### config.mk
export PLATFORM = sky130hd
export DESIGN_NAME = sacs_ctrl
export DESIGN_NICKNAME = d
export VERILOG_FILES = /design/src/design/sacs_pkg.sv /design/src/design/sacs_ctrl.sv
export SDC_FILE = /design/constraint.sdc
export NUM_CORES = 1
export LEC_CHECK = 0
export CAP_MARGIN = 20
export CORE_UTILIZATION = 50
export CTS_CLUSTER_DIAMETER = 100
export DETAILED_ROUTE_END_ITERATION = 7
export DONT_BUFFER_PORTS = 1
export SYNTH_ARGS = -nofsm -noshare
export SYNTH_HDL_FRONTEND = slang
export SYNTH_SLANG_ARGS = --single-unit
### constraint.sdc
create_clock -name i_clk -period 4.4 [get_ports i_clk]
set_input_delay 0.66 -clock i_clk [delete_from_list [all_inputs] [get_ports i_clk]]
set_output_delay 0.66 -clock i_clk [all_outputs]
set_load 0.01 [all_outputs]
### src/design/sacs_pkg.sv
// ----------------------------------------------------------------------------
// sacs_pkg
// Shared types and constants for the suffix automaton common substring block.
// ----------------------------------------------------------------------------
`default_nettype none

package sacs_pkg;

    localparam int MAX_REF_LEN = 256;
    localparam int ALPHABET    = 256;
    localparam int NODE_CAP    = 2 * MAX_REF_LEN;
    localparam int SYM_W       = $clog2(ALPHABET);
    localparam int NODE_W      = $clog2(NODE_CAP);
    localparam int CNT_W       = NODE_W + 1;
    localparam int LEN_W       = $clog2(MAX_REF_LEN + 1);
    localparam int LINK_W      = NODE_W + 1;
    localparam int EDGE_AW     = NODE_W + SYM_W;

    typedef enum logic [1:0] {
        MODE_CLEAR   = 2'd0,
        MODE_APPEND  = 2'd1,
        MODE_RESTART = 2'd2,
        MODE_MATCH   = 2'd3
    } t_mode;

    typedef enum logic [4:0] {
        ST_INIT, ST_IDLE, ST_RESTART, ST_A0, ST_A1, ST_LRD, ST_LCHK,
        ST_QGOT, ST_QCMP, ST_CBMP, ST_CRD, ST_CWR, ST_RRD, ST_RCHK,
        ST_REND1, ST_REND2, ST_AFIN, ST_MRD, ST_MCHK, ST_MLEN, ST_MBEST,
        ST_DONE
    } t_state;

    typedef enum logic [4:0] {
        CMD_NOP, CMD_INIT, CMD_ACCEPT, CMD_RESTART, CMD_A0, CMD_A1, CMD_LRD,
        CMD_LCHK, CMD_QGOT, CMD_QCMP, CMD_CBMP, CMD_CRD, CMD_CWR, CMD_RRD,
        CMD_RCHK, CMD_REND1, CMD_REND2, CMD_AFIN, CMD_MRD, CMD_MCHK,
        CMD_MLEN, CMD_MBEST, CMD_DONE
    } t_cmd;

    typedef struct packed {
        logic full;
        logic edge_hit;
        logic link_none;
        logic len_solid;
        logic redirect_hit;
        logic copy_last;
        logic qnode_root;
    } t_status;

endpackage

`default_nettype wire

### src/design/sacs_ctrl.sv
// ----------------------------------------------------------------------------
// sacs_ctrl
// Sequencer: walks the build, clone and match steps and issues one command
// to the datapath per cycle.
// ----------------------------------------------------------------------------
`default_nettype none

module sacs_ctrl (
    input  wire logic             i_clk,
    input  wire logic             i_rst_n,
    input  wire logic             start,
    input  wire logic [1:0]       i_mode,
    input  sacs_pkg::t_status     i_status,
    output sacs_pkg::t_cmd        o_cmd,
    output logic                  busy
);

    sacs_pkg::t_state r_state, n_state;
    logic r_from_clear, n_from_clear;

    always_ff @(posedge i_clk) begin
        if (!i_rst_n) begin
            r_state      <= sacs_pkg::ST_INIT;
            r_from_clear <= 1'b0;
        end else begin
            r_state      <= n_state;
            r_from_clear <= n_from_clear;
        end
    end

    always_comb begin
        n_state      = r_state;
        n_from_clear = r_from_clear;
        o_cmd        = sacs_pkg::CMD_NOP;
        case (r_state)
            sacs_pkg::ST_INIT: begin
                o_cmd        = sacs_pkg::CMD_INIT;
                n_state      = r_from_clear ? sacs_pkg::ST_DONE : sacs_pkg::ST_IDLE;
                n_from_clear = 1'b0;
            end
            sacs_pkg::ST_IDLE: begin
                if (start) begin
                    o_cmd = sacs_pkg::CMD_ACCEPT;
                    case (sacs_pkg::t_mode'(i_mode))
                        sacs_pkg::MODE_CLEAR: begin
                            n_state      = sacs_pkg::ST_INIT;
                            n_from_clear = 1'b1;
                        end
                        sacs_pkg::MODE_APPEND:
                            n_state = i_status.full ? sacs_pkg::ST_DONE : sacs_pkg::ST_A0;
                        sacs_pkg::MODE_RESTART: n_state = sacs_pkg::ST_RESTART;
                        default: n_state = sacs_pkg::ST_MRD;
                    endcase
                end
            end
            sacs_pkg::ST_RESTART: begin
                o_cmd   = sacs_pkg::CMD_RESTART;
                n_state = sacs_pkg::ST_DONE;
            end
            sacs_pkg::ST_A0: begin
                o_cmd   = sacs_pkg::CMD_A0;
                n_state = sacs_pkg::ST_A1;
            end
            sacs_pkg::ST_A1: begin
                o_cmd   = sacs_pkg::CMD_A1;
                n_state = sacs_pkg::ST_LRD;
            end
            sacs_pkg::ST_LRD: begin
                o_cmd   = sacs_pkg::CMD_LRD;
                n_state = sacs_pkg::ST_LCHK;
            end
            sacs_pkg::ST_LCHK: begin
                o_cmd = sacs_pkg::CMD_LCHK;
                if (i_status.edge_hit)
                    n_state = sacs_pkg::ST_QGOT;
                else if (i_status.link_none)
                    n_state = sacs_pkg::ST_AFIN;
                else
                    n_state = sacs_pkg::ST_LRD;
            end
            sacs_pkg::ST_QGOT: begin
                o_cmd   = sacs_pkg::CMD_QGOT;
                n_state = sacs_pkg::ST_QCMP;
            end
            sacs_pkg::ST_QCMP: begin
                o_cmd   = sacs_pkg::CMD_QCMP;
                n_state = i_status.len_solid ? sacs_pkg::ST_AFIN : sacs_pkg::ST_CBMP;
            end
            sacs_pkg::ST_CBMP: begin
                o_cmd   = sacs_pkg::CMD_CBMP;
                n_state = sacs_pkg::ST_CRD;
            end
            sacs_pkg::ST_CRD: begin
                o_cmd   = sacs_pkg::CMD_CRD;
                n_state = sacs_pkg::ST_CWR;
            end
            sacs_pkg::ST_CWR: begin
                o_cmd   = sacs_pkg::CMD_CWR;
                n_state = i_status.copy_last ? sacs_pkg::ST_RRD : sacs_pkg::ST_CRD;
            end
            sacs_pkg::ST_RRD: begin
                o_cmd   = sacs_pkg::CMD_RRD;
                n_state = sacs_pkg::ST_RCHK;
            end
            sacs_pkg::ST_RCHK: begin
                o_cmd = sacs_pkg::CMD_RCHK;
                if (i_status.redirect_hit && !i_status.link_none)
                    n_state = sacs_pkg::ST_RRD;
                else
                    n_state = sacs_pkg::ST_REND1;
            end
            sacs_pkg::ST_REND1: begin
                o_cmd   = sacs_pkg::CMD_REND1;
                n_state = sacs_pkg::ST_REND2;
            end
            sacs_pkg::ST_REND2: begin
                o_cmd   = sacs_pkg::CMD_REND2;
                n_state = sacs_pkg::ST_AFIN;
            end
            sacs_pkg::ST_AFIN: begin
                o_cmd   = sacs_pkg::CMD_AFIN;
                n_state = sacs_pkg::ST_DONE;
            end
            sacs_pkg::ST_MRD: begin
                o_cmd   = sacs_pkg::CMD_MRD;
                n_state = sacs_pkg::ST_MCHK;
            end
            sacs_pkg::ST_MCHK: begin
                o_cmd = sacs_pkg::CMD_MCHK;
                if (i_status.edge_hit || i_status.qnode_root)
                    n_state = sacs_pkg::ST_MBEST;
                else
                    n_state = sacs_pkg::ST_MLEN;
            end
            sacs_pkg::ST_MLEN: begin
                o_cmd   = sacs_pkg::CMD_MLEN;
                n_state = sacs_pkg::ST_MRD;
            end
            sacs_pkg::ST_MBEST: begin
                o_cmd   = sacs_pkg::CMD_MBEST;
                n_state = sacs_pkg::ST_DONE;
            end
            sacs_pkg::ST_DONE: begin
                o_cmd   = sacs_pkg::CMD_DONE;
                n_state = sacs_pkg::ST_IDLE;
            end
            default: n_state = sacs_pkg::ST_INIT;
        endcase
    end

    assign busy = (r_state != sacs_pkg::ST_IDLE);

endmodule

`default_nettype wire

==> tab_implementation.tex <==
\begin{tabular}{lr}
\hline
Metric & Value \\
\hline
\multicolumn{2}{l}{\textbf{Outcome}} \\
Status & finished clean \\
\multicolumn{2}{l}{\textbf{Logic synthesis}} \\
Netlist area before placement & 734 um\^{}2 \\
Number of distinct standard cells referenced by the synthesized netlist & 44 \\
Area contributors post-synth & sky130\_fd\_sc\_hd\_\_dfxtp\_1, sky130\_fd\_sc\_hd\_\_nor2\_1, sky130\_fd\_sc\_hd\_\_nand2\_1, sky130\_fd\_sc\_hd\_\_nor2b\_1, sky130\_fd\_sc\_hd\_\_a21oi\_1 \\
Basic-gate share of the synthesized area counting and, or, nand and nor cells & 0.388 \\
Synth Register Bits & 6 \\
Dominant combinational cell family by area after synthesis & simple AND/OR/NAND/NOR gates \\
Fraction of synthesized cell area in xor and xnor cells & 0.0358 \\
Synthesized instance count & around 110 \\
Syn Nets & 119 \\
Most instantiated flip-flop cell in the synthesis netlist & sky130\_fd\_sc\_hd\_\_dfxtp\_1 \\
Proportion of synthesized flip-flops having asynchronous set or reset & 0 \\
Fraction of the mapped netlist area in compound gates & 0.293 \\
Post-synthesis sequential area ratio & 0.164 \\
Synthesis warning total & 0 \\
Post-synthesis share of cell area spent on full adders, half adders and majority gates & 0 \\
Share of the synthesized area in the top cell type & 0.164 \\
Number of synthesized flops with an enable pin & 0 \\
Dominant cell type by area after synthesis & sky130\_fd\_sc\_hd\_\_dfxtp\_1 \\
Post-Syn Area per Cell & 6.86 um\^{}2 \\
Multiplexer share of the synthesized area & 0.0290 \\
\multicolumn{2}{l}{\textbf{Power}} \\
Worst ir drop on vdd & around 0.00036 V \\
Sequential share of power & 0.361 \\
Combinational cell fraction of total power & 0.527 \\
Total design power & around 410 uW \\
Power density normalized to cell area & just under 600 nW/um\^{}2 \\
Fraction of power spent switching nets & 0.509 \\
Clock network fraction of total power & 0.112 \\
Net Sw Power & 211 uW \\
Static Leakage & 0.255 nW \\
Cell internal pwr & 204 uW \\
\multicolumn{2}{l}{\textbf{STA}} \\
Setup TNS & 0 ns \\
Hold Vio Cnt, Final & 0 \\
Setup slack after layout & $\sim$1.8 ns \\
Worst clock skew & roughly 0.00037 ns \\
RSZ-0062 raised after global routing & no \\
Final setup viols & 0 \\
Ratio of final minimum period to clock period & 0.582 \\
Slew Limit Fails & 0 \\
Worst max-slew margin expressed relative to the limit & 0.524 \\
Peak Freq & 390 MHz \\
Fin crit period & 2.56 ns \\
Actual slew at the worst max-slew pin & 0.713 ns \\
Hold\_ws & 0.487 ns \\
\multicolumn{2}{l}{\textbf{Routing}} \\
Detailed-router iteration count before antenna repair & 4 \\
Total number of vias & $\sim$720 \\
Per-cell via count in the routed design & 6.24 \\
Detailed-route wire length per cell & 14.3 um \\
Antenna-violating nets left & 0 \\
Initial DRC Count & 25 \\
Total wirelength of the detailed-routed design & 1650 um \\
Drc violations & 0 \\
\multicolumn{2}{l}{\textbf{Worst setup path}} \\
CP Launch Type & flop \\
Worst setup EP type & primary output \\
Data required time at the worst endpoint & 3.74 ns \\
CP arrival & approximately 1.9 ns \\
Largest driver fanout on the critical path & 20 \\
Crit Path Category & flop to primary output \\
\multicolumn{2}{l}{\textbf{Die}} \\
Initial Util & 0.551 \\
Boundary pin count & 18 \\
Die extent in x & 40.3 um \\
Core region area & 1330 um\^{}2 \\
Number of rows created at floorplan & 13 \\
Area of the die & 1630 um\^{}2 \\
Y dimension of the die & between 40 and 50 um \\
\multicolumn{2}{l}{\textbf{Cells and area}} \\
Commonest non-fill, non-tap cells in the layout & sky130\_fd\_sc\_hd\_\_nor2\_1, sky130\_fd\_sc\_hd\_\_nand2\_1, sky130\_fd\_sc\_hd\_\_dfxtp\_1 \\
Area of combinational cells with multiple inputs & 548 um\^{}2 \\
Leading cell type in the layout, fill and taps excluded & sky130\_fd\_sc\_hd\_\_nor2\_1 \\
Fraction of layout cells with a size suffix above 1 & 0.0800 \\
Core occupancy in the finished layout & 0.538 \\
Final \#Nets & 114 \\
Fill cell count & between 100 and 150 \\
Combined flip-flop and latch cell area & 120 um\^{}2 \\
Filler-free cell count of the finished design & 115 \\
Post-route design area & between 700 and 800 um\^{}2 \\
Syn-to-layout area delta & -2.38\% \\
Count of antenna diodes in the layout & 0 \\
\multicolumn{2}{l}{\textbf{CTS}} \\
Number of gates resized after CTS & 0 \\
Number of levels in the clock H-tree & 1 \\
Clock transition at the registers of the reported paths & 0.04 ns \\
Clock buffers created by TritonCTS & 3 \\
CTS root buffer & sky130\_fd\_sc\_hd\_\_clkbuf\_4 \\
Total clock sinks & 6 \\
Number of buffers added to fix hold violations after cts & 0 \\
Maximum buffer depth of the clock tree & 2 \\
Insertion delay of the later-clocked pin in the worst-skew pair & 0.23 ns \\
Clock tree from TritonCTS & done \\
Buffers inserted during post-CTS setup optimization & 0 \\
\multicolumn{2}{l}{\textbf{Global route}} \\
Global-route wire length before repair & 2590 um \\
Final global-route overflow total & 0 \\
Largest net degree at the start of global routing & 21 \\
All-Layer GR Usage & 0.238 \\
Vias in the first global route & 640 \\
Antenna violations before repair & 0 \\
\multicolumn{2}{l}{\textbf{Placement}} \\
Post-placement setup slack & $\sim$2.1 ns \\
Instance area after placement & 694 um\^{}2 \\
Instance count after placement with tap cells included & 112 \\
\# port buffers & 0 \\
Placer congestion estimate & 0.795 \\
Total half-perimeter wirelength after legalization and detailed placement & 1220 um \\
\multicolumn{2}{l}{\textbf{Job}} \\
Maximum Capacitance Violations & 0 \\
\multicolumn{2}{l}{\textbf{Hold path}} \\
Worst hold path class & flop to flop \\
\hline
\end{tabular}
[path summary, 6_finish.rpt]
path	to	startpoint	depth (start not counted)	slack, ns
hold reg to reg	r_from_clear	r_from_clear	2	0.49
setup / recovery	o_cmd[1]	r_state[3]	4	1.84
setup reg to reg	r_state[0]	r_state[3]	5	2.46
hold / removal	r_from_clear	r_from_clear	2	0.49
[metal layers]
| layer | global-route usage | vias to the layer above | wire [um] |
|---|---|---|---|
| met5 | 0 | - | 0 |
| met4 | 0.125 | 0 | 14 |
| met3 | 0.0444 | 2 | 80 |
| met2 | 0.389 | 22 | 740 |
| met1 | 0.291 | 316 | 810 |
| li1 | - | 378 | - |
[kinds of logic after synthesis]
group | Yosys count
muxes | 2
xor gates and xnor gates | 3
buffers and inverters | 12
DFF | 6
and+or+nand+nor | 53
AOI/OAI and AO/OA | 31
[synthesized netlist by cell type, drive strengths merged (2+ instances only)]
| library cell | number |
|---|---|
| o41ai | 2 |
| a31oi | 3 |
| nand2 | 9 |
| o21ai | 5 |
| nand3 | 3 |
| nor2 | 17 |
| o31a | 2 |
| inv | 2 |
| o221ai | 2 |
| buf | 9 |
| xnor2 | 2 |
| and2 | 2 |
| a21oi | 5 |
| nand2b | 4 |
| or2 | 2 |
| nor2b | 5 |
| o211ai | 2 |
| nor3 | 5 |
| o21a | 3 |
| dfxtp | 6 |
[registers in the layout, summed over array words and instances, names as in the netlist]
signal	flops
r_from_clear	1
r_state	5
[critical path: stages, from the launching register on]
cell                       delay, ns
sky130_fd_sc_hd__dfxtp_1        0.69
sky130_fd_sc_hd__or2_1          0.35
sky130_fd_sc_hd__or3_1          0.16
sky130_fd_sc_hd__a21oi_1        0.06
sky130_fd_sc_hd__a211oi_1       0.40
[final cells by class]
cell class / instances / share of cell area
Sequential cell: 6 / 0.168
Clock buffer: 3 / 0.0314
Inverter: 2 / 0.0105
Tap cell: 15 / 0.0262
Multi-Input combinational cell: 89 / 0.764
[power groups by stage]
stage	combinational [mW]	sequential [mW]	clock, mW
after floorplan	0.266	0.0809	0
after global placement	0.218	0.149	0
after detailed placement	0.219	0.149	0
after CTS	0.219	0.148	0.0497
after global routing	0.248	0.156	0.0547
final	0.219	0.150	0.0466
Note: power is estimated with default switching activity, not from simulation.
